File: config.mk
export PLATFORM = sky130hd
export DESIGN_NAME = ddmt_ctrl
export DESIGN_NICKNAME = d
export VERILOG_FILES = /design/src/rtl/core/ddmt_pkg.sv /design/src/rtl/core/ddmt_ctrl.sv
export SDC_FILE = /design/constraint.sdc
export NUM_CORES = 1
export LEC_CHECK = 0
export BUFFER_PORTS_ARGS = -buffer_cell sky130_fd_sc_hd__buf_2
export CELL_PAD_IN_SITES_DETAIL_PLACEMENT = 1
export CELL_PAD_IN_SITES_GLOBAL_PLACEMENT = 1
export CORE_ASPECT_RATIO = 0.75
export CORE_MARGIN = 3
export CORE_UTILIZATION = 24
export CTS_CLUSTER_DIAMETER = 120
export DETAILED_ROUTE_END_ITERATION = 12
export MAX_ROUTING_LAYER = met4
export PLACE_DENSITY = 0.65
export SLEW_MARGIN = 20
export SYNTH_ARGS = -nofsm -noshare
export SYNTH_HDL_FRONTEND = slang
export SYNTH_SLANG_ARGS = --single-unit
File: constraint.sdc
create_clock -name clk -period 4.4 [get_ports clk]
set_input_delay 0.66 -clock clk [delete_from_list [all_inputs] [get_ports clk]]
set_output_delay 0.66 -clock clk [all_outputs]
set_load 0.02 [all_outputs]
File: src/rtl/core/ddmt_pkg.sv
`default_nettype none

package ddmt_pkg;

    // Field widths of the item and result channels.
    localparam int OPC_W      = 2;
    localparam int IN_W       = 24;
    localparam int DRV_W      = 8;
    localparam int CFG_IDX_W  = 3;
    localparam int CFG_DATA_W = 16;

    // Four wheels; the mean error is the sum shifted right by this amount.
    localparam int NUM_WHEELS  = 4;
    localparam int WHEEL_SHIFT = $clog2(NUM_WHEELS);

    // Internal datapath widths.
    localparam int DEG_W  = 25;              // distance in encoder degrees
    localparam int WT_W   = 26;              // wheel target
    localparam int AVG_W  = 27;              // mean wheel error
    localparam int SUM_W  = AVG_W + WHEEL_SHIFT;
    localparam int HD_W   = 25;              // heading deviation
    localparam int ERR_W  = 26;              // turn error
    localparam int MARG_W = 11;              // move margin in degrees
    localparam int L_W    = 45;              // mixed side command
    localparam int TP1_W  = ERR_W + 16;      // turn error times gain
    localparam int NUM_W  = 52;              // divider dividend
    localparam int Q_W    = 7;               // divider quotient
    localparam int CNT_W  = 3;               // divider step counter

    // Wheel constant: 289/256 encoder degrees per 0.1 cm.
    localparam int WHEEL_Q8 = 289;
    localparam int WHEEL_K_W = 10;
    localparam int Q_SHIFT  = 8;
    localparam logic signed [WHEEL_K_W-1:0] WHEEL_K = WHEEL_K_W'(WHEEL_Q8);

    // Turn scale: Q8.8 gain, percent and hundredths of a degree.
    localparam int TURN_DIV_INT = 2560000;
    localparam logic [NUM_W-1:0] TURN_DIV = NUM_W'(TURN_DIV_INT);
    localparam logic [NUM_W-1:0] TURN_SAT = NUM_W'(TURN_DIV_INT * (2 ** Q_W));

    localparam logic [Q_W-1:0] DRIVE_MAX = Q_W'(100);

    // Configuration reset values.
    localparam logic [6:0]  SPEED_RST      = 7'd50;
    localparam logic [9:0]  DIST_MARG_RST  = 10'd10;
    localparam logic [15:0] DIST_GAIN_RST  = 16'd256;
    localparam logic [15:0] HEAD_GAIN_RST  = 16'd256;
    localparam logic [14:0] TURN_MARG_RST  = 15'd100;
    localparam logic [15:0] TURN_GAIN_RST  = 16'd256;

    typedef enum logic [OPC_W-1:0] {
        OPC_SAMPLE = 2'd0,
        OPC_MOVE   = 2'd1,
        OPC_TURN   = 2'd2
    } opcode_t;

    typedef enum logic [1:0] {
        MODE_IDLE = 2'd0,
        MODE_MOVE = 2'd1,
        MODE_TURN = 2'd2
    } mode_t;

    typedef enum logic [CFG_IDX_W-1:0] {
        CFG_SPEED      = 3'd0,
        CFG_DIST_MARG  = 3'd1,
        CFG_DIST_GAIN  = 3'd2,
        CFG_HEAD_GAIN  = 3'd3,
        CFG_TURN_MARG  = 3'd4,
        CFG_TURN_GAIN  = 3'd5
    } cfg_idx_t;

    typedef struct packed {
        logic [6:0]  speed_percent;
        logic [9:0]  distance_margin;
        logic [15:0] distance_gain;
        logic [15:0] heading_gain;
        logic [14:0] turn_margin;
        logic [15:0] turn_gain;
    } cfg_t;

    typedef enum logic [4:0] {
        OP_NONE,
        OP_PREP,
        OP_LATCH,
        OP_ERR,
        OP_RES_DONE,
        OP_RES_ZERO,
        OP_MOVE_MUL,
        OP_MIX,
        OP_MAG,
        OP_MAX,
        OP_DIV_LEFT,
        OP_DIV_RIGHT,
        OP_TURN_MUL1,
        OP_TURN_MUL2,
        OP_DIV_TURN,
        OP_DIV_STEP,
        OP_STORE_LEFT,
        OP_STORE_RIGHT,
        OP_STORE_TURN
    } dp_op_t;

    typedef struct packed {
        logic   load_in;
        logic   post;
        dp_op_t op;
    } dp_cmd_t;

    typedef struct packed {
        mode_t mode;
        logic  in_margin;
        logic  lr_zero;
        logic  div_last;
    } dp_stat_t;

    typedef enum logic [4:0] {
        ST_IDLE,
        ST_PREP,
        ST_LATCH,
        ST_ERR,
        ST_EVAL,
        ST_MIX,
        ST_MAG,
        ST_MAX,
        ST_LDIVL,
        ST_DIVL,
        ST_STL,
        ST_LDIVR,
        ST_DIVR,
        ST_STR,
        ST_TMUL2,
        ST_LDIVT,
        ST_DIVT,
        ST_STT,
        ST_POST
    } ctrl_state_t;

endpackage

`default_nettype wire

File: src/rtl/core/ddmt_ctrl.sv
`default_nettype none

module ddmt_ctrl (
    input  wire                    clk,
    input  wire                    rst_n,
    input  wire                    in_valid,
    output logic                   in_ready,
    output logic                   out_valid,
    input  wire                    out_ready,
    input  wire ddmt_pkg::dp_stat_t stat,
    output ddmt_pkg::dp_cmd_t      cmd
);
    import ddmt_pkg::*;

    ctrl_state_t state_reg;
    ctrl_state_t state_next;
    logic        out_valid_reg;
    logic        out_valid_next;

    // Sequencer: one step of the datapath per state.
    always_comb
    begin
        state_next  = state_reg;
        cmd.load_in = 1'b0;
        cmd.post    = 1'b0;
        cmd.op      = OP_NONE;
        in_ready    = 1'b0;
        case (state_reg)
            ST_IDLE:
            begin
                in_ready = 1'b1;
                if (in_valid)
                begin
                    cmd.load_in = 1'b1;
                    state_next  = ST_PREP;
                end
            end
            ST_PREP:
            begin
                cmd.op     = OP_PREP;
                state_next = ST_LATCH;
            end
            ST_LATCH:
            begin
                cmd.op     = OP_LATCH;
                state_next = ST_ERR;
            end
            ST_ERR:
            begin
                cmd.op     = OP_ERR;
                state_next = ST_EVAL;
            end
            ST_EVAL:
            begin
                if (stat.mode == MODE_IDLE || stat.in_margin)
                begin
                    cmd.op     = OP_RES_DONE;
                    state_next = ST_POST;
                end
                else if (stat.mode == MODE_MOVE)
                begin
                    cmd.op     = OP_MOVE_MUL;
                    state_next = ST_MIX;
                end
                else
                begin
                    cmd.op     = OP_TURN_MUL1;
                    state_next = ST_TMUL2;
                end
            end
            ST_MIX:
            begin
                cmd.op     = OP_MIX;
                state_next = ST_MAG;
            end
            ST_MAG:
            begin
                cmd.op     = OP_MAG;
                state_next = ST_MAX;
            end
            ST_MAX:
            begin
                if (stat.lr_zero)
                begin
                    cmd.op     = OP_RES_ZERO;
                    state_next = ST_POST;
                end
                else
                begin
                    cmd.op     = OP_MAX;
                    state_next = ST_LDIVL;
                end
            end
            ST_LDIVL:
            begin
                cmd.op     = OP_DIV_LEFT;
                state_next = ST_DIVL;
            end
            ST_DIVL:
            begin
                cmd.op = OP_DIV_STEP;
                if (stat.div_last)
                begin
                    state_next = ST_STL;
                end
            end
            ST_STL:
            begin
                cmd.op     = OP_STORE_LEFT;
                state_next = ST_LDIVR;
            end
            ST_LDIVR:
            begin
                cmd.op     = OP_DIV_RIGHT;
                state_next = ST_DIVR;
            end
            ST_DIVR:
            begin
                cmd.op = OP_DIV_STEP;
                if (stat.div_last)
                begin
                    state_next = ST_STR;
                end
            end
            ST_STR:
            begin
                cmd.op     = OP_STORE_RIGHT;
                state_next = ST_POST;
            end
            ST_TMUL2:
            begin
                cmd.op     = OP_TURN_MUL2;
                state_next = ST_LDIVT;
            end
            ST_LDIVT:
            begin
                cmd.op     = OP_DIV_TURN;
                state_next = ST_DIVT;
            end
            ST_DIVT:
            begin
                cmd.op = OP_DIV_STEP;
                if (stat.div_last)
                begin
                    state_next = ST_STT;
                end
            end
            ST_STT:
            begin
                cmd.op     = OP_STORE_TURN;
                state_next = ST_POST;
            end
            ST_POST:
            begin
                // Hand the result over once the output register is free.
                if (!out_valid_reg || out_ready)
                begin
                    cmd.post   = 1'b1;
                    state_next = ST_IDLE;
                end
            end
            default:
            begin
                state_next = ST_IDLE;
            end
        endcase
    end

    // The output register stays full until the item is taken.
    always_comb
    begin
        if (cmd.post)
        begin
            out_valid_next = 1'b1;
        end
        else
        begin
            out_valid_next = out_valid_reg && !out_ready;
        end
    end

    always_ff @(posedge clk or negedge rst_n)
    begin
        if (!rst_n)
        begin
            state_reg     <= ST_IDLE;
            out_valid_reg <= 1'b0;
        end
        else
        begin
            state_reg     <= state_next;
            out_valid_reg <= out_valid_next;
        end
    end

    assign out_valid = out_valid_reg;

    // A result is never posted over one that is still waiting.
    a_post_free: assert property (@(posedge clk) disable iff (!rst_n)
        cmd.post |-> (!out_valid_reg || out_ready))
        else $error("result posted while output register full");

    // The output register only fills from the post state.
    a_valid_from_post: assert property (@(posedge clk) disable iff (!rst_n)
        $rose(out_valid_reg) |-> $past(state_reg == ST_POST))
        else $error("output valid raised outside post state");

endmodule

`default_nettype wire

==> impl_metrics.toml, run 1 <==
[run_status]
status = "finished, final reports clean"

[grt]
grtUsageMet3_pct = 3.36
antenna_found_initial = 0
overflow = 0
grt-busiest-layer = "met2"
grt_pass1_wl_um = 3730
grt_max_degree = 23
grtUsageMet2_pct = 19.9
use_met1_pct = 16.9
grt_usage_pct = 13.0
first_global_vias = 765

[placed_design]
hpwl_um = 1520
placed_cell_area_um2 = 806
io_buffers = 17
gp_congestion = 0.794
dp.cells = 140
place_ws_ps = 1690

[sta]
rsz0062_at_grt = "no"
fin_crit_sh_pct = 62.3
tns_ps = 0
holdWs_ps = 248
tightestPinTransition_ps = 681
fmax_ghz = 0.365
setup_viol = 0
hold_viol_final = 0
period_minus_slack_ps = 2740
final.setup_skew_ps = 2.62
max_slew_margin_pct = 54.6
report.final.slew_viol_count = 0
finalWorstSetupSlack_ps = 1660

[worst_setup_path]
cp_cell_sequence = "or4b_4 > a21oi_2 > nor2_1 > o21ai_1 > buf_2"
path_delay_family = "simple AND/OR/NAND/NOR gates"
crit_required_ps = 3740
slowest_delay_ps = 650
worstSetupPathType = "register to output pin"
arrival_ps = 2080
crit_buf_inv = 1
crit_fanout = 22
cp-start-kind = "register"
crit_path_end_kind = "output pin"
critPathSlowestCell = "or4b_4"

[logic_synthesis]
synth_area_leaders = "dfrtp_1 20%, nor2_1 5.6%, a21oi_1 4.8%, o21ai_1 4.1%, nand2_1 4.1%"
synth_seq_cells = 6
yosys_warnings = 0
synth_fp_nets = 105
synth_seq_area_share_pct = 20.5
postSynthAreaPerCell_um2 = 7.64
ys.flop_type = "dfrtp_1"
synth.top_cell.area_share_pct = 20.5
yosysUniqueCellTypes = 41
netlist_area_um2 = 733
synthArstFlopShare_pct = 100
synth_edf_count = 0
yosys-top-cells-count = "11 x nor2_1, 8 x nand2_1, 7 x a21oi_1"
yosysTopAreaCell = "dfrtp_1"
yosysMostFrequentCell = "nor2_1"
syn_inst = 96

[cts]
cts_hold_buf = 0
path_clk_slew_ps = 40
cts_setup_buffers = 0
h-tree-depth = 1
cts_sinks = 6
clk_path_buf_depth = 2
cts-root-buf = "clkbuf_8"
cts_tree = "done"
cts_made_buffers = 3
clock_latency_ps = 220
cts_resized = 0

[floorplan]
row_count = 16
dieHeight_um = 53.9
die_area_um2 = 3760
fp.dieW_um = 69.8
io_pins = 18
initial_core_util_pct = 26.5
core_area_um2 = 2760

[detailed_routing]
avgRoutedWirePerCell_um = 14.8
drc = 0
dr.pass1.iters = 4
via_per_inst = 5.31
drtIter0Drc = 33
finalWirelength_um = 2120
via_count = 760
antenna_left = 0

[final_layout]
nets = 118
largest_reg_flops = 5
nFillCells = 346
n_antenna_cell = 0
drive_gt1_share_pct = 26.2
stdcell_count = 143
final_area_um2 = 847
syn2layout_area_growth_pct = 15.5
final_util_pct = 30.7

[pwr]
total_power_mw = 0.587
leakage_nw = 0.365
vdd_drop_max_uv = 172
power_density_nw_per_um2 = 693

[run]
max_cap_violations = 0

[min_path]
hold_path_class = "input pin to asynchronous set/reset pin"
-- placed cells by master (no fill, tap or decap), drive strengths merged, types with 2 or more instances in the layout --
cell	netlist	routed
a22oi	3	3
nand3b	4	4
nand2b	4	4
nor3	2	2
nand3	2	2
clkbuf	2	3
a21o	3	3
a21boi	2	2
a2111oi	2	2
and3	2	2
o21ai	9	9
mux2	2	2
nand2	8	8
nor2	11	11
a21oi	8	8
nor4bb	2	2
dfrtp	6	6
nor2b	2	2
o31ai	2	2
buf	7	17
and2	2	2
or4b	2	2
-- kinds of logic (layout without fill, tap and decap cells) --
| logic type | count (synthesis) | after routing | share of synthesized area, % |
|---|---|---|---|
| and+or+nand+nor | 47 | 47 | 38.7 |
| buffers and inverters | 9 | 20 | 7.85 |
| AOI/OAI and AO/OA | 32 | 32 | 29.4 |
| DFF | 6 | 6 | 20.5 |
| muxes | 2 | 2 | 3.58 |
-- cell type report --
| cell class | count | area, µm² | share of cell area [%] |
|---|---|---|---|
| Clock buffer | 3 | 41.3 | 4.87 |
| Multi-Input combinational cell | 81 | 526 | 62.0 |
| Sequential cell | 6 | 150 | 17.7 |
| Tap cell | 36 | 45.0 | 5.32 |
| Timing Repair Buffer | 17 | 85.1 | 10.0 |
-- power by group --
part	internal (mW)	switching [mW]
sequential	0.0743	0.102
clock	0.0589	0.0248
combinational	0.147	0.180
total	0.280	0.307
-- metal layers --
layer / wire, µm / share of wire, %
met1: 1120 / 53
met2: 898 / 42
met3: 83 / 3.9
met4: 23 / 1.1
met5: 0 / 0
-- final timing paths --
kind | start | endpoint | slack [ps] | depth (start not counted)
setup / recovery | state_reg[0] | cmd[3] | 1660 | 5
hold / removal | rst_n | state_reg[0] | 250 | 1
setup reg to reg | state_reg[4] | state_reg[4] | 2400 | 4
hold reg to reg | out_valid | out_valid | 690 | 2
max in group asynchronous | rst_n | state_reg[1] | 4010 | 1
min in group clk | out_valid | out_valid | 690 | 2
(Power assumes the default switching activity.)
==> run 2: changes to the inputs <==
==> constraint.sdc (replaced) <==
create_clock -name clk -period 2.53 [get_ports clk]
set_input_delay 0.3795 -clock clk [delete_from_list [all_inputs] [get_ports clk]]
set_output_delay 0.3795 -clock clk [all_outputs]
set_load 0.02 [all_outputs]
==> run 2 against run 1 <==
  * Cell area grew 5.6%
  * Core utilization is 1.7 points higher
  * Register-to-register slack worse by 1800 ps
  * Sequential power increased by 5%
==> impl_metrics.toml, run 2 (synthesized netlist as in run 1, its figures left out) <==
[floorplan]
io_pins = 18
fp.dieW_um = 69.8
dieHeight_um = 53.9
die_area_um2 = 3760
initial_core_util_pct = 26.5
core_area_um2 = 2760
row_count = 16

[pwr]
clock_power_share_pct = 13.0
leakage_nw = 0.395
swShare_pct = 51.2
power_density_nw_per_um2 = 1210
vdd_drop_max_uv = 473
power_switching_mw = 0.553
power_frac_seq_pct = 17.0
pwr-share-comb_pct = 69.9
p_int_mw = 0.526

[run_status]
status = "finished, final reports clean"

[detailed_routing]
drtIter0Drc = 54
via_count = 794
dr.pass1.iters = 4
via_per_inst = 5.33
drc = 0
finalWirelength_um = 2220
avgRoutedWirePerCell_um = 14.9
antenna_left = 0

[cts]
clk_path_buf_depth = 2
clock_latency_ps = 220
h-tree-depth = 1
cts_resized = 0
cts_tree = "done"
cts-root-buf = "clkbuf_8"
path_clk_slew_ps = 40
cts_made_buffers = 3
cts_sinks = 6

[grt]
overflow = 0
grt_pass1_wl_um = 3740
grt_usage_pct = 13.0
grt_max_degree = 22
first_global_vias = 779
antenna_found_initial = 0

[final_layout]
final_cell_mix = "17 x buf_2, 11 x nor2_1, 8 x nand2_1, 7 x a21oi_1"
nets = 124
nFillCells = 346
syn2layout_area_growth_pct = 22.0
final_common_cell = "buf_2"
n_antenna_cell = 0
largest_reg_flops = 5
drive_gt1_share_pct = 29.2

[run]
max_cap_violations = 0

[sta]
tns_ps = 0
rsz0062_at_grt = "no"
holdWs_ps = 455
hold_viol_final = 0
period_minus_slack_ps = 2180
max_slew_margin_pct = 69.6
report.final.slew_viol_count = 0
tightestPinTransition_ps = 453
fmax_ghz = 0.460
final.setup_skew_ps = 1.31
fin_crit_sh_pct = 86.0
setup_viol = 0

[worst_setup_path]
r2r_start = "state_reg[3]"
crit_required_ps = 2150
arrival_ps = 1800
endpoint = "cmd[3]"
worstSetupPathType = "register to output pin"
crit_fanout = 11
crit_path_end_kind = "output pin"
crit_start = "state_reg[3]"
r2r-end = "state_reg[4]"
cp-start-kind = "register"
rrSetupSlack_ps = 620
ff2ff_path_depth = 5

[min_path]
hold_path_class = "input pin to register"
worstHoldStart = "stat[0]"

[placed_design]
hpwl_um = 1730
gp_congestion = 0.837
io_buffers = 17
-- run 2: metrics by stage --
step	total power [mW]	setup WS [ps]	instance area, µm²	utilization [%]	instances
2_1_floorplan	0.751	563	733	-	96
3_3_place_gp	0.916	467	843	30.5	145
3_5_place_dp	0.936	439	843	30.5	145
4_1_cts	1.08	343	895	32.4	149
5_1_grt	1.17	138	895	32.4	149
6_report	1.08	354	895	32.4	149
-- run 2: worst max-delay path: stages (launching register included) --
cell and delay [ps]:
dfrtp_1 480, buf_4 230, nor3b_2 320, nand2_1 130, a21boi_1 150, o21ai_1 100
buf_2 180
-- run 2: power by group through the flow --
stage / Combinational [mW] / Clock, mW / Sequential, mW
2_1_floorplan: 0.585 / 0 / 0.165
3_3_place_gp: 0.734 / 0 / 0.182
3_5_place_dp: 0.751 / 0 / 0.184
4_1_cts: 0.753 / 0.144 / 0.183
5_1_grt: 0.834 / 0.151 / 0.189
6_report: 0.755 / 0.141 / 0.184
-- run 2: how the worst min path moves through the flow --
stage | endpoint | slack, ps | cells after the start
6_report | state_reg[0] | 450 | 4
5_1_grt | state_reg[0] | 470 | 4
4_1_cts | state_reg[0] | 440 | 4
3_5_place_dp | state_reg[0] | 210 | 1
3_3_place_gp | state_reg[1] | 200 | 1
2_1_floorplan | out_valid | 80 | 0
-- run 2: layout make-up --
type / count / area [µm²] / area share [%]
repair buffers: 23 / 133 / 14.8
flip-flops and latches: 6 / 150 / 16.8
clock buffers: 3 / 41.3 / 4.62
well taps: 36 / 45.0 / 5.03
multi-input cells: 81 / 526 / 58.7
-- run 2: repair_timing --
item / in CTS / in global routing
hold endpoints to repair: 6 / 0
hold buffers: 1 / 0
endpoints found under the setup margin: 0 / 0
buffers inserted: 0 / 0
-- run 2: per-layer routing --
metal  part of all wire, %  up-vias  GRT usage, %
met5                     0        -             -
met1                    52      381          18.4
met3                   6.3        0          2.61
met2                    42       25          19.4
met4                     0        0          1.91
li1                      -      388             -
==> run 3: changes to the inputs <==
--- a/config.mk
+++ b/config.mk
@@ -15,6 +15,7 @@
 export DETAILED_ROUTE_END_ITERATION = 12
 export MAX_ROUTING_LAYER = met4
 export PLACE_DENSITY = 0.65
+export RECOVER_POWER = 50
 export SLEW_MARGIN = 20
 export SYNTH_ARGS = -nofsm -noshare
 export SYNTH_HDL_FRONTEND = slang
==> run 3 against run 2 <==
  * Clock power is essentially flat
  * Sequential power is essentially flat
  * Global-route usage is the same
  * Clock skew grew 0.67 ps
  * Die area is the same
  * Worst setup slack lost 53 ps
  * Critical endpoint unchanged
==> impl_metrics.toml, run 3 (synthesized netlist as in run 1, its figures left out) <==
[grt]
grt_pass1_wl_um = 3740
antenna_found_initial = 0
grt_max_degree = 22
first_global_vias = 779
overflow = 0
grt_usage_pct = 13.0

[detailed_routing]
dr.pass1.iters = 4
via_count = 795
via_per_inst = 5.34
finalWirelength_um = 2230
avgRoutedWirePerCell_um = 15.0
drc = 0
antenna_left = 0
drtIter0Drc = 48

[worst_setup_path]
cp_cell_sequence = "or4b_4 > a21oi_1 > nor2_1 > o21ai_1 > buf_2"
crit_cells = 5
ff2ff_path_depth = 5
worstSetupPathType = "register to output pin"
arrival_ps = 1850
crit_fanout = 6
crit_path_end_kind = "output pin"
slowest_delay_ps = 570
path_delay_family = "simple AND/OR/NAND/NOR gates"
critPathSlowestCell = "or4b_4"
crit_required_ps = 2150
crit_buf_inv = 1
cp-start-kind = "register"

[final_layout]
largest_reg_flops = 5
final_area_um2 = 882
final_cell_mix = "15 x buf_2, 11 x nor2_1, 8 x a21oi_1, 8 x nand2_1"
nFillCells = 345
syn2layout_area_growth_pct = 20.3
final_common_cell = "buf_2"
n_antenna_cell = 0
final_util_pct = 31.9
nets = 124
drive_gt1_share_pct = 25.7

[cts]
cts_made_buffers = 3
clock_latency_ps = 220
path_clk_slew_ps = 40
h-tree-depth = 1
cts-root-buf = "clkbuf_8"
cts_tree = "done"
clk_path_buf_depth = 2
cts_sinks = 6
cts_resized = 0

[floorplan]
initial_core_util_pct = 26.5
row_count = 16
fp.dieW_um = 69.8
dieHeight_um = 53.9
die_area_um2 = 3760
core_area_um2 = 2760
io_pins = 18

[sta]
finalWorstSetupSlack_ps = 301
rsz0062_at_grt = "no"
max_slew_margin_pct = 69.1
report.final.slew_viol_count = 0
setup_viol = 0
holdWs_ps = 450
hold_viol_final = 0
tns_ps = 0
fin_crit_sh_pct = 88.1
fmax_ghz = 0.449
period_minus_slack_ps = 2230
tightestPinTransition_ps = 451
final.setup_skew_ps = 1.98

[placed_design]
gp_congestion = 0.837
io_buffers = 17
place_ws_ps = 439
hpwl_um = 1730
placed_cell_area_um2 = 843

[pwr]
vdd_drop_max_uv = 467
power_density_nw_per_um2 = 1200
leakage_nw = 0.387

[min_path]
min_path_cells = 4
hold_path_class = "input pin to register"

[run_status]
status = "finished, final reports clean"

[run]
max_cap_violations = 0
==> run 3: layout make-up <==
| cell class | count | area, µm² | share of cell area, % |
|---|---|---|---|
| Tap cell | 36 | 45.0 | 5.11 |
| Multi-Input combinational cell | 81 | 515 | 58.4 |
| Clock buffer | 3 | 41.3 | 4.68 |
| Sequential cell | 6 | 150 | 17.0 |
| Timing Repair Buffer | 23 | 130 | 14.8 |
==> run 3: per-stage QoR <==
stage                     power [mW]  cells
after floorplan                0.751     96
after global placement         0.916    145
after detailed placement       0.936    145
after CTS                       1.08    149
after global routing            1.15    149
final                           1.06    149
==> run 3: timing repair <==
item | in CTS | in global routing
setup buffers | 0 | 0
hold endpoints to repair | 6 | 0
hold buffers | 1 | 0
==> run 3: final timing paths <==
| check | slack [ps] | end | from |
|---|---|---|---|
| max | 300 | cmd[3] | state_reg[0] |
| min in group asynchronous | 560 | state_reg[0] | rst_n |
| max reg2reg | 620 | state_reg[4] | state_reg[3] |
| max in group asynchronous | 1740 | out_valid | rst_n |
| min reg2reg | 660 | out_valid | out_valid |
| min | 450 | state_reg[0] | stat[0] |
==> run 3: where the power goes <==
part           total, mW  switching (mW)  internal [mW]  leakage, nW
combinational      0.736           0.453          0.283        0.287
clock              0.140          0.0377          0.102       0.0216
sequential         0.186          0.0534          0.132       0.0776
==> run 3: worst register-to-register path, stage by stage (launching register included) <==
cell and delay (ps):
dfrtp_1 480, buf_4 230, nor3b_2 320, and3_1 290, nand3b_2 170, mux2_4 310
==> run 3: per-layer routing <==
metal  track usage (%)  vias to the layer above  routed length [µm]
li1                  -                      389                   -
met1              18.4                      381                1160
met2              19.4                       25                 927
met3              2.61                        0                 146
met4              1.91                        0                   0
met5                 -                        -                   0
