--- src/rtl/core/ddmt_pkg.sv ---
`default_nettype none

package ddmt_pkg;

    // Field widths of the item and result channels.
    localparam int OPC_W      = 2;
    localparam int IN_W       = 24;
    localparam int DRV_W      = 8;
    localparam int CFG_IDX_W  = 3;
    localparam int CFG_DATA_W = 16;

    // Four wheels; the mean error is the sum shifted right by this amount.
    localparam int NUM_WHEELS  = 4;
    localparam int WHEEL_SHIFT = $clog2(NUM_WHEELS);

    // Internal datapath widths.
    localparam int DEG_W  = 25;              // distance in encoder degrees
    localparam int WT_W   = 26;              // wheel target
    localparam int AVG_W  = 27;              // mean wheel error
    localparam int SUM_W  = AVG_W + WHEEL_SHIFT;
    localparam int HD_W   = 25;              // heading deviation
    localparam int ERR_W  = 26;              // turn error
    localparam int MARG_W = 11;              // move margin in degrees
    localparam int L_W    = 45;              // mixed side command
    localparam int TP1_W  = ERR_W + 16;      // turn error times gain
    localparam int NUM_W  = 52;              // divider dividend
    localparam int Q_W    = 7;               // divider quotient
    localparam int CNT_W  = 3;               // divider step counter

    // Wheel constant: 289/256 encoder degrees per 0.1 cm.
    localparam int WHEEL_Q8 = 289;
    localparam int WHEEL_K_W = 10;
    localparam int Q_SHIFT  = 8;
    localparam logic signed [WHEEL_K_W-1:0] WHEEL_K = WHEEL_K_W'(WHEEL_Q8);

    // Turn scale: Q8.8 gain, percent and hundredths of a degree.
    localparam int TURN_DIV_INT = 2560000;
    localparam logic [NUM_W-1:0] TURN_DIV = NUM_W'(TURN_DIV_INT);
    localparam logic [NUM_W-1:0] TURN_SAT = NUM_W'(TURN_DIV_INT * (2 ** Q_W));

    localparam logic [Q_W-1:0] DRIVE_MAX = Q_W'(100);

    // Configuration reset values.
    localparam logic [6:0]  SPEED_RST      = 7'd50;
    localparam logic [9:0]  DIST_MARG_RST  = 10'd10;
    localparam logic [15:0] DIST_GAIN_RST  = 16'd256;
    localparam logic [15:0] HEAD_GAIN_RST  = 16'd256;
    localparam logic [14:0] TURN_MARG_RST  = 15'd100;
    localparam logic [15:0] TURN_GAIN_RST  = 16'd256;

    typedef enum logic [OPC_W-1:0] {
        OPC_SAMPLE = 2'd0,
        OPC_MOVE   = 2'd1,
        OPC_TURN   = 2'd2
    } opcode_t;

    typedef enum logic [1:0] {
        MODE_IDLE = 2'd0,
        MODE_MOVE = 2'd1,
        MODE_TURN = 2'd2
    } mode_t;

    typedef enum logic [CFG_IDX_W-1:0] {
        CFG_SPEED      = 3'd0,
        CFG_DIST_MARG  = 3'd1,
        CFG_DIST_GAIN  = 3'd2,
        CFG_HEAD_GAIN  = 3'd3,
        CFG_TURN_MARG  = 3'd4,
        CFG_TURN_GAIN  = 3'd5
    } cfg_idx_t;

    typedef struct packed {
        logic [6:0]  speed_percent;
        logic [9:0]  distance_margin;
        logic [15:0] distance_gain;
        logic [15:0] heading_gain;
        logic [14:0] turn_margin;
        logic [15:0] turn_gain;
    } cfg_t;

    typedef enum logic [4:0] {
        OP_NONE,
        OP_PREP,
        OP_LATCH,
        OP_ERR,
        OP_RES_DONE,
        OP_RES_ZERO,
        OP_MOVE_MUL,
        OP_MIX,
        OP_MAG,
        OP_MAX,
        OP_DIV_LEFT,
        OP_DIV_RIGHT,
        OP_TURN_MUL1,
        OP_TURN_MUL2,
        OP_DIV_TURN,
        OP_DIV_STEP,
        OP_STORE_LEFT,
        OP_STORE_RIGHT,
        OP_STORE_TURN
    } dp_op_t;

    typedef struct packed {
        logic   load_in;
        logic   post;
        dp_op_t op;
    } dp_cmd_t;

    typedef struct packed {
        mode_t mode;
        logic  in_margin;
        logic  lr_zero;
        logic  div_last;
    } dp_stat_t;

    typedef enum logic [4:0] {
        ST_IDLE,
        ST_PREP,
        ST_LATCH,
        ST_ERR,
        ST_EVAL,
        ST_MIX,
        ST_MAG,
        ST_MAX,
        ST_LDIVL,
        ST_DIVL,
        ST_STL,
        ST_LDIVR,
        ST_DIVR,
        ST_STR,
        ST_TMUL2,
        ST_LDIVT,
        ST_DIVT,
        ST_STT,
        ST_POST
    } ctrl_state_t;

endpackage

`default_nettype wire

--- src/rtl/core/ddmt_cfg.sv ---
`default_nettype none

module ddmt_cfg (
    input  wire                                clk,
    input  wire                                rst_n,
    input  wire                                cfg_wen,
    input  wire  [ddmt_pkg::CFG_IDX_W-1:0]     cfg_idx,
    input  wire  [ddmt_pkg::CFG_DATA_W-1:0]    cfg_data,
    output ddmt_pkg::cfg_t                     cfg
);
    import ddmt_pkg::*;

    cfg_t cfg_reg;
    cfg_t cfg_next;

    // Decode the register index; unknown indexes are ignored.
    always_comb
    begin
        cfg_next = cfg_reg;
        if (cfg_wen)
        begin
            case (cfg_idx)
                CFG_SPEED:     cfg_next.speed_percent   = cfg_data[6:0];
                CFG_DIST_MARG: cfg_next.distance_margin = cfg_data[9:0];
                CFG_DIST_GAIN: cfg_next.distance_gain   = cfg_data;
                CFG_HEAD_GAIN: cfg_next.heading_gain    = cfg_data;
                CFG_TURN_MARG: cfg_next.turn_margin     = cfg_data[14:0];
                CFG_TURN_GAIN: cfg_next.turn_gain       = cfg_data;
                default:       cfg_next = cfg_reg;
            endcase
        end
    end

    // Register bank with its documented reset values.
    always_ff @(posedge clk or negedge rst_n)
    begin
        if (!rst_n)
        begin
            cfg_reg.speed_percent   <= SPEED_RST;
            cfg_reg.distance_margin <= DIST_MARG_RST;
            cfg_reg.distance_gain   <= DIST_GAIN_RST;
            cfg_reg.heading_gain    <= HEAD_GAIN_RST;
            cfg_reg.turn_margin     <= TURN_MARG_RST;
            cfg_reg.turn_gain       <= TURN_GAIN_RST;
        end
        else
        begin
            cfg_reg <= cfg_next;
        end
    end

    assign cfg = cfg_reg;

endmodule

`default_nettype wire

--- config.mk ---
export PLATFORM = sky130hd
export DESIGN_NAME = ddmt_cfg
export DESIGN_NICKNAME = d
export VERILOG_FILES = /design/src/rtl/core/ddmt_pkg.sv /design/src/rtl/core/ddmt_cfg.sv
export SDC_FILE = /design/constraint.sdc
export NUM_CORES = 1
export LEC_CHECK = 0
export BUFFER_PORTS_ARGS = -buffer_cell sky130_fd_sc_hd__buf_2
export CAP_MARGIN = 20
export CORE_MARGIN = 2
export CORE_UTILIZATION = 35
export CTS_BUF_LIST = sky130_fd_sc_hd__clkbuf_4 sky130_fd_sc_hd__clkbuf_8
export CTS_CLUSTER_SIZE = 10
export DETAILED_ROUTE_END_ITERATION = 16
export HOLD_SLACK_MARGIN = 0.15
export PLACE_DENSITY = 0.69
export SLEW_MARGIN = 10
export SYNTH_ARGS = -nofsm -noshare
export SYNTH_HDL_FRONTEND = slang
export SYNTH_SLANG_ARGS = --single-unit
--- constraint.sdc ---
create_clock -name clk -period 0.9 [get_ports clk]
set_input_delay 0.18 -clock clk [delete_from_list [all_inputs] [get_ports clk]]
set_output_delay 0.18 -clock clk [all_outputs]
set_load 0.01 [all_outputs]
==> reports/metrics.cfg, run 1 <==
[sta]
clock_skew_ns = 0
slew_violations = 0
fin_ws_ns = -0.2854
finalSetupViolCount = 114
max_freq_ghz = 0.8436
slew_headroom_pct = 79.29
hold_viol_final = 0
worstMarginPinSlew_ns = 0.3102
fin_crit_sh_pct = 131.7
hold_ws_ns = 0.1675
rsz0062_at_grt = true
setup-tns-final_ns = -15.10
fin_crit_ns = 1.185

[pwr]
ir_worst_vdd_v = 0.0009964
p_seq_share_pct = 45.7
power_switching_mw = 3.067
leakage_nw = 2.397
p_sw_share_pct = 28.37
p_int_mw = 7.744
combPwrFrac_pct = 32.4
power.density_nw_per_um2 = 2197
clkPwrFrac_pct = 22.0
p_total_mw = 10.81

[layout]
fin_nets = 362
largest_register_ffs = 80
diodes = 0
drive_gt1_share_pct = 75.36
n_fill_cell = 709
post-route-cell-area_um2 = 4921
syn_to_final_growth_pct = 59.42
postLayoutCoreUtil_pct = 56.98

[clocking]
htree_levels = 3
clkSinkCount = 80
clockBufferDepth = 2
numCtsBuffers = 9
clockRootBuffer = clkbuf_8
cts_tree = built
clk_latency_ns = 0.34
clk_pin_slew_ns = 0.09

[place]
gp_congestion = 0.7510
port_buffers = 101
postPlaceCellArea_um2 = 4034
dp_hpwl_um = 4984

[floorplanning]
core_area_um2 = 8636
die_w_um = 97.91
die_h_um = 97.91
dieArea_um2 = 9586
rows = 34
initial_core_util_pct = 35.74
io-pin-count = 102

[drt]
drt-pass1-iter-count = 3
wl_per_cell_um = 17.38
drc = 0
antenna_left = 0
vias_per_cell = 4.629
drtIter0Drc = 23
wl_um = 7874
vias = 2097

[global_routing]
grt_start_max_net_pins = 30
gr-total-overflow = 0
antenna_found_initial = 0
grtUsageTotal_pct = 16.89
grt_pass1_wl_um = 12570
grt_pass1_vias = 2271

[worst_setup_path]
crit_end = cfg[64]
r2r_setup_slack_ns = -0.07
cp-start-kind = register
end_kind = output pin
reg2reg_to = cfg[26]
cp_top_family = flip-flops
path_max_fanout = 2
required_ns = 0.72
cpPeakStageDelay_ns = 0.55
reg2reg_depth = 3
slowest_stage = dfstp_2
path_depth = 1
worst_r2r_startpoint = cfg[26]
cp.arrival_ns = 1.01
cp-startpoint = cfg[64]
crit_chain = buf_6
critical_path_class = reg -> out
critPathBufInv = 1

[synthesis]
syn_area_per_cell_um2 = 17.74
synthTopCellsByCount = 75 x mux2_2, 69 x dfrtp_1, 11 x dfstp_2
synth_top_area_cell = dfrtp_1
synth_flop_cell = dfrtp_1
synth_top_area_share_pct = 55.94
synth_area_leaders = dfrtp_1 56%, mux2_2 27%, dfstp_2 9.4%, mux2_4 1.5%, buf_4 0.97%
synthCells = 174
synth_nets = 196
yosys_warnings = 0
synth-edff-count = 0
ys_types = 13
synth.most_common_cell = mux2_2
async_flop_share_pct = 100.0
yosysSeqAreaShare_pct = 65.30
ys_seq_elements = 80
syn_area_um2 = 3087

[worst_hold_path]
hold_class = in -> reg

[outcome]
violations = setup timing
run_status = finished with violations

[run]
drv_cap = 0

## placed cells by master, fill, tap and decap left out
| cell type | netlist | layout |
|---|---|---|
| buf_6 | 2 | 34 |
| mux2_4 | 3 | 49 |
| dlygate4sd3_1 | 0 | 16 |
| dfrtp_1 | 69 | 69 |
| clkbuf_16 | 0 | 1 |
| nor4bb_4 | 0 | 2 |
| inv_6 | 0 | 2 |
| buf_2 | 1 | 67 |
| dfstp_2 | 11 | 11 |
| nand4b_2 | 2 | 2 |
| buf_12 | 0 | 12 |
| mux2_2 | 75 | 31 |
| clkbuf_8 | 0 | 9 |
| nor4b_4 | 1 | 1 |
| clkinv_2 | 0 | 2 |
| and4bb_4 | 0 | 1 |
| clkbuf_4 | 0 | 1 |
| clkinvlp_4 | 0 | 2 |
| buf_4 | 4 | 33 |
## power groups by stage
stage / sequential [mW] / combinational, mW / clock, mW
floorplan: 5.30 / 0.990 / 0
global placement: 4.92 / 2.54 / 0
detailed placement: 4.94 / 2.59 / 0
CTS: 4.91 / 3.23 / 2.47
global route: 5.04 / 3.75 / 2.61
finish: 4.94 / 3.50 / 2.37
## final cells by class
cell class | count | area (µm²) | share of cell area (%)
sequential | 80 | 2016 | 40.96
timing repair buffer | 163 | 1391 | 28.27
multi-input combinational | 86 | 1205 | 24.49
tap | 108 | 135.1 | 2.746
clock buffer | 10 | 131.4 | 2.670
clock inverter | 6 | 42.54 | 0.8645
## worst min path at each step
stage | from | end | cells past startpoint
2_1_floorplan | rst_n | cfg[0] | 0
3_3_place_gp | rst_n | cfg[34] | 1
3_5_place_dp | rst_n | cfg[34] | 1
4_1_cts | cfg_data[7] | cfg[70] | 2
5_1_grt | cfg_data[7] | cfg[38] | 2
6_report | cfg_data[7] | cfg[38] | 2
## cells by family (layout without fill, tap and decap cells)
group                  count (synthesis)  count (layout)  synth area share (%)
multiplexers                          80              80                 29.55
flip-flops                            80              80                 65.30
buffers and inverters                  8             179                 2.351
AND/OR/NAND/NOR                        6               6                 2.797
## metrics by stage
step / setup slack (ns) / instances
global placement: -0.4559 / 392
detailed placement: -0.4775 / 392
finish: -0.2854 / 453
CTS: -0.3044 / 447
global route: -0.3295 / 453
floorplan: -0.3877 / 174
## per-layer routing
layer / share of wire (%) / vias up / global-route usage (%) / wire length, µm
li1: - / 954 / - / -
met1: 48 / 1062 / 23.42 / 3799
met2: 44 / 71 / 25.29 / 3458
met3: 6.3 / 10 / 5.011 / 496
met4: 1.5 / 0 / 6.090 / 120
met5: 0 / - / 0 / 0
## what timing repair did
item                                   4_1_cts  5_1_grt
setup endpoints to repair                  136      128
gates resized for setup                     42       21
cloned                                       1        1
endpoints found under the hold margin      138        0
pin swaps                                    2        2
buffers inserted                            22       22
hold buffers                                16        0
Power figures use the tool's default switching activity.
==> inputs of run 2 (changes only) <==
- CELL_PAD_IN_SITES_DETAIL_PLACEMENT: unset -> 1
- CELL_PAD_IN_SITES_GLOBAL_PLACEMENT: unset -> 2
- PLACE_DENSITY: 0.69 -> 0.9
==> reports/metrics.cfg, run 2 (synthesis gave the netlist of run 1 again) <==
[drt]
vias_per_cell = 4.676  ; was 4.629
drtIter0Drc = 68  ; was 23
wl_per_cell_um = 20.82  ; was 17.38 µm
vias = 2291  ; was 2097
drt-pass1-iter-count = 4  ; was 3
wl_um = 10200  ; was 7874 µm
drc = 0  ; unchanged
antenna_left = 0  ; unchanged

[worst_hold_path]
min_from = cfg_data[2]  ; was cfg_data[7]
min_path_cells = 2  ; unchanged
hold_class = in -> reg  ; unchanged
holdPathEnd = cfg[65]  ; was cfg[38]

[worst_setup_path]
reg2reg_to = cfg[56]  ; was cfg[26]
cp-startpoint = cfg[64]  ; unchanged
cpPeakStageDelay_ns = 0.56  ; was 0.55 ns
critPathBufInv = 1  ; unchanged
required_ns = 0.72  ; about the same
path_max_fanout = 2  ; unchanged
end_kind = output pin  ; unchanged
cp.arrival_ns = 1.03  ; was 1.01 ns
critical_path_class = reg -> out  ; unchanged
worst_r2r_startpoint = cfg[56]  ; was cfg[26]
reg2reg_depth = 3  ; unchanged
cp_top_family = flip-flops  ; unchanged
slowest_stage = dfstp_2  ; unchanged
cp-start-kind = register  ; unchanged
crit_chain = buf_6  ; unchanged
r2r_setup_slack_ns = -0.14  ; was -0.07 ns

[pwr]
p_sw_share_pct = 28.65  ; was 28.37%
ir_worst_vdd_v = 0.001009  ; was 0.0009964 V
leakage_nw = 2.726  ; was 2.397 nW
power_switching_mw = 3.419  ; was 3.067 mW
clkPwrFrac_pct = 22.4  ; was 22.0%
combPwrFrac_pct = 35.8  ; was 32.4%
p_seq_share_pct = 41.8  ; was 45.7%
power.density_nw_per_um2 = 2215  ; was 2197 nW/µm²
p_total_mw = 11.93  ; was 10.81 mW
p_int_mw = 8.515  ; was 7.744 mW

[global_routing]
gr-total-overflow = 0  ; unchanged
grt_start_max_net_pins = 37  ; was 30
grt_pass1_vias = 2539  ; was 2271
antenna_found_initial = 0  ; unchanged
grt_pass1_wl_um = 14920  ; was 12570 µm
grtUsageTotal_pct = 20.63  ; was 16.89%

[sta]
fin_ws_ns = -0.3099  ; was -0.2854 ns
worstMarginPinSlew_ns = 0.3148  ; was 0.3102 ns
clock_skew_ns = 0  ; unchanged
rsz0062_at_grt = true  ; unchanged
hold_ws_ns = 0.1728  ; was 0.1675 ns
fin_crit_sh_pct = 134.4  ; was 131.7%
max_freq_ghz = 0.8265  ; was 0.8436 GHz
finalSetupViolCount = 159  ; was 114
slew_violations = 0  ; unchanged
hold_viol_final = 0  ; unchanged
slew_headroom_pct = 78.98  ; was 79.29%
fin_crit_ns = 1.210  ; was 1.185 ns

[clocking]
htree_levels = 3  ; unchanged
clkSinkCount = 80  ; unchanged
clk_pin_slew_ns = 0.09  ; about the same
clockBufferDepth = 2  ; unchanged
clk_latency_ns = 0.35  ; was 0.34 ns
cts_tree = built  ; unchanged
numCtsBuffers = 9  ; unchanged
clockRootBuffer = clkbuf_8  ; unchanged

[place]
gp_congestion = 0.7037  ; was 0.7510
port_buffers = 101  ; unchanged
dp_hpwl_um = 5591  ; was 4984 µm

[floorplanning]
io-pin-count = 102  ; unchanged
die_h_um = 97.91  ; unchanged
dieArea_um2 = 9586  ; unchanged
die_w_um = 97.91  ; unchanged
initial_core_util_pct = 35.74  ; unchanged
rows = 34  ; unchanged
core_area_um2 = 8636  ; unchanged

[layout]
n_fill_cell = 825  ; was 709
final_common_cell = dfrtp_1  ; unchanged
diodes = 0  ; unchanged
drive_gt1_share_pct = 78.27  ; was 75.36%
largest_register_ffs = 80  ; unchanged
fin_nets = 399  ; was 362
syn_to_final_growth_pct = 74.58  ; was 59.42%
postLayoutCoreUtil_pct = 62.40  ; was 56.98%
layout_common_cells = 69 x dfrtp_1, 66 x mux2_4, 64 x buf_2, 60 x buf_4, 45 x buf_6  ; was 69 x dfrtp_1, 67 x buf_2, 49 x mux2_4, 34 x buf_6, 33 x buf_4

[run]
drv_cap = 0  ; unchanged

[outcome]
violations = setup timing  ; unchanged
run_status = finished with violations  ; unchanged

run 2: cell types whose count changed in the layout (fill, tap and decap cells not counted), sizes merged:
cell,delta
inv,-1
bufinv,+1
clkinv,+2
clkbuf,-1
clkinvlp,-1
buf,+39
dlygate4sd3,-2
run 2: metrics by stage:
stage               setup TNS [ns]  setup slack [ns]  cells  cell area [µm²]
global route                -24.75           -0.3341    490             5389
global placement            -30.25           -0.4712    389             4024
detailed placement          -32.39           -0.5118    389             4024
CTS                         -19.79           -0.2949    464             5099
finish                      -21.40           -0.3099    490             5389
floorplan                   -17.54           -0.3877    174             3239
run 2: what timing repair did:
action | 4_1_cts | 5_1_grt
cloned | 3 | 0
pin swaps | 4 | 2
endpoints found under the hold margin | 126 | 4
hold buffers | 13 | 1
resized for setup | 81 | 21
buffers inserted | 43 | 32
endpoints found under the setup margin | 130 | 160
run 2: how the worst max path moves through the flow:
| stage | to | slack (ns) | cells past startpoint |
|---|---|---|---|
| 2_1_floorplan | cfg[52] | -0.39 | 5 |
| 3_3_place_gp | cfg[50] | -0.47 | 4 |
| 3_5_place_dp | cfg[48] | -0.51 | 4 |
| 4_1_cts | cfg[64] | -0.29 | 1 |
| 5_1_grt | cfg[64] | -0.33 | 1 |
| 6_report | cfg[64] | -0.31 | 1 |
run 2: power by group through the flow:
stage / combinational, mW / clock, mW / sequential [mW]
2_1_floorplan: 0.990 / 0 / 5.30
4_1_cts: 3.70 / 2.68 / 4.93
3_5_place_dp: 2.64 / 0 / 4.95
5_1_grt: 4.54 / 2.85 / 5.09
3_3_place_gp: 2.55 / 0 / 4.91
6_report: 4.27 / 2.67 / 4.99
run 2: layer usage:
metal / vias to the layer above / routed length [µm] / global-route usage (%)
met5: - / 0 / 0
met4: 0 / 74 / 5.449
met3: 7 / 563 / 5.369
met2: 72 / 5351 / 35.41
met1: 1183 / 4209 / 25.99
li1: 1029 / - / -
run 2: cell type report:
class,count,area (µm²),share of cell area [%]
Timing Repair Buffer,200,1758,32.62
Tap cell,108,135.1,2.508
Clock inverter,7,70.07,1.300
Multi-Input combinational cell,86,1286,23.87
Sequential cell,80,2016,37.40
Clock buffer,9,123.9,2.299
==> inputs of run 3 (changes only) <==
- CORE_UTILIZATION: 35 -> 32
- CTS_CLUSTER_SIZE: 10 -> 12
- PLACE_DENSITY: 0.9 -> 0.87
- RECOVER_POWER: unset -> 50
- clock period: 0.9 -> 1.1 ns (I/O delays scaled with it)
==> reports/metrics.cfg, run 3 (synthesis gave the netlist of run 1 again) <==
[drt]
drc = 0  ; unchanged
vias = 2104  ; was 2291
wl_um = 8169  ; was 10200 µm
drtIter0Drc = 37  ; was 68
drt-pass1-iter-count = 4  ; unchanged
met1_length_um = 3320  ; was 4209 µm
route.top_layer_used = met4  ; unchanged
wl_per_cell_um = 17.46  ; was 20.82 µm
met2_length_um = 4211  ; was 5351 µm
vias_per_cell = 4.496  ; was 4.676
antenna_left = 0  ; unchanged
met3_length_um = 610  ; was 563 µm

[floorplanning]
dieArea_um2 = 10450  ; was 9586 µm²
die_w_um = 102.2  ; was 97.91 µm
core_area_um2 = 9284  ; was 8636 µm²
io-pin-count = 102  ; unchanged
die_h_um = 102.2  ; was 97.91 µm
rows = 35  ; was 34
initial_core_util_pct = 33.25  ; was 35.74%

[clocking]
numCtsBuffers = 9  ; unchanged
clockRootBuffer = clkbuf_8  ; unchanged
clk_pin_slew_ns = 0.09  ; about the same
clkSinkCount = 80  ; unchanged
clk_latency_ns = 0.34  ; was 0.35 ns
htree_levels = 3  ; unchanged
cts_tree = built  ; unchanged
clockBufferDepth = 2  ; unchanged

[layout]
seq_area_um2 = 2016  ; unchanged
largest_register_ffs = 80  ; unchanged
fin_nets = 356  ; was 399
postLayoutCoreUtil_pct = 51.78  ; was 62.40%
syn_to_final_growth_pct = 55.74  ; was 74.58%
drive_gt1_share_pct = 76.11  ; was 78.27%
multi_input_area_um2 = 1160  ; was 1286 µm²
n_fill_cell = 940  ; was 825
diodes = 0  ; unchanged
layout_common_cells = 69 x dfrtp_1, 67 x buf_2, 41 x mux2_2, 38 x mux2_4, 38 x buf_4  ; was 69 x dfrtp_1, 66 x mux2_4, 64 x buf_2, 60 x buf_4, 45 x buf_6
final_common_cell = dfrtp_1  ; unchanged
stdcell_count = 468  ; was 490

[worst_setup_path]
cp.arrival_ns = 1.02  ; was 1.03 ns
cp-startpoint = cfg[18]  ; was cfg[64]
critPathBufInv = 1  ; unchanged
required_ns = 0.88  ; was 0.72 ns
slowest_stage = dfstp_2  ; unchanged
cp-start-kind = register  ; unchanged
critical_path_class = reg -> out  ; unchanged
cp_top_family = flip-flops  ; unchanged
worst_r2r_startpoint = cfg[63]  ; was cfg[56]
end_kind = output pin  ; unchanged
crit_chain = buf_6  ; unchanged
path_max_fanout = 2  ; unchanged
cpPeakStageDelay_ns = 0.56  ; about the same

[sta]
clock_skew_ns = 0  ; unchanged
hold_viol_final = 0  ; unchanged
fin_crit_ns = 1.239
fin_ws_ns = -0.1394  ; was -0.3099 ns
worstMarginPinSlew_ns = 0.6346  ; was 0.3148 ns
max_freq_ghz = 0.8068
slew_headroom_pct = 57.69  ; was 78.98%
rsz0062_at_grt = true  ; unchanged
setup-tns-final_ns = -1.290  ; was -21.40 ns
finalSetupViolCount = 28  ; was 159
slew_violations = 0  ; unchanged
fin_crit_sh_pct = 112.7

[global_routing]
antenna_found_initial = 0  ; unchanged
grt_pass1_wl_um = 12250  ; was 14920 µm
gr-total-overflow = 0  ; unchanged
grt_start_max_net_pins = 48  ; was 37
grtUsageTotal_pct = 15.87  ; was 20.63%
grt_pass1_vias = 2296  ; was 2539

[pwr]
ir_worst_vdd_v = 0.0008351  ; was 0.001009 V
leakage_nw = 2.335  ; was 2.726 nW
power.density_nw_per_um2 = 1949  ; was 2215 nW/µm²
p_total_mw = 9.371  ; was 11.93 mW

[place]
port_buffers = 101  ; unchanged
placed_cells = 409  ; was 389
gp_congestion = 0.7024  ; was 0.7037
dp_hpwl_um = 5328  ; was 5591 µm

[worst_hold_path]
hold_class = in -> reg  ; unchanged
min_from = cfg_data[9]  ; was cfg_data[2]

[outcome]
violations = setup timing  ; unchanged
run_status = finished with violations  ; unchanged

[run]
drv_cap = 0  ; unchanged

run 3: cell types whose count changed in the layout (fill, tap and decap cells not counted), moves of 3 or more:
cell           delta
buf_4            -22
buf_2             +3
dlygate4sd3_1     -5
buf_12            -3
mux2_2           +27
buf_6            -12
mux2_4           -28
buf_8             -4
run 3: worst register-to-register path: cells and delay by family, from the launching register on:
| kind | cells | cell delay (ns) |
|---|---|---|
| buffers and inverters | 2 | 0.26 |
| multiplexers | 1 | 0.26 |
| flip-flops | 1 | 0.40 |
run 3: per-stage QoR:
stage                     hold WS (ns)  cell area (µm²)  setup WS, ns
final                           0.1803             4807       -0.1394
after global routing            0.1578             4807       -0.1836
after CTS                       0.1550             4686       -0.1464
after detailed placement        0.2068             4055       -0.3219
after global placement          0.2010             4055       -0.2976
after floorplan               -0.07559             3239       -0.2277
run 3: power breakdown:
group	switching (mW)	internal (mW)	leakage, nW
Combinational	1.04	1.80	1.27
Clock	1.11	1.35	0.117
Sequential	0.410	3.66	0.944
Total	2.56	6.81	2.34
run 3: cell type report:
cell class	count	share of cell area (%)
Multi-Input combinational cell	86	24.13
Clock buffer	10	2.863
Timing Repair Buffer	157	25.82
Clock inverter	6	1.900
Sequential cell	80	41.93
Tap cell	129	3.358
run 3: timing repair:
item,4_1_cts,5_1_grt
setup buffers,24,10
hold buffers,9,0
endpoints found under the hold margin,102,0
setup endpoints to repair,77,80
gates resized for setup,22,12
run 3: worst paths after layout:
kind,cells past startpoint,slack (ns),endpoint
setup / recovery,1,-0.14,cfg[18]
hold / removal,2,0.18,cfg[25]
setup reg to reg,3,0.07,cfg[63]
hold reg to reg,1,0.50,cfg[32]
max in group asynchronous,3,0.10,cfg[60]
min in group asynchronous,3,0.49,cfg[32]
run 3: layer usage:
layer	track usage, %	up-vias
met5	0	-
met4	4.410	0
met3	6.019	6
met2	26.92	78
met1	18.97	1080
li1	-	940
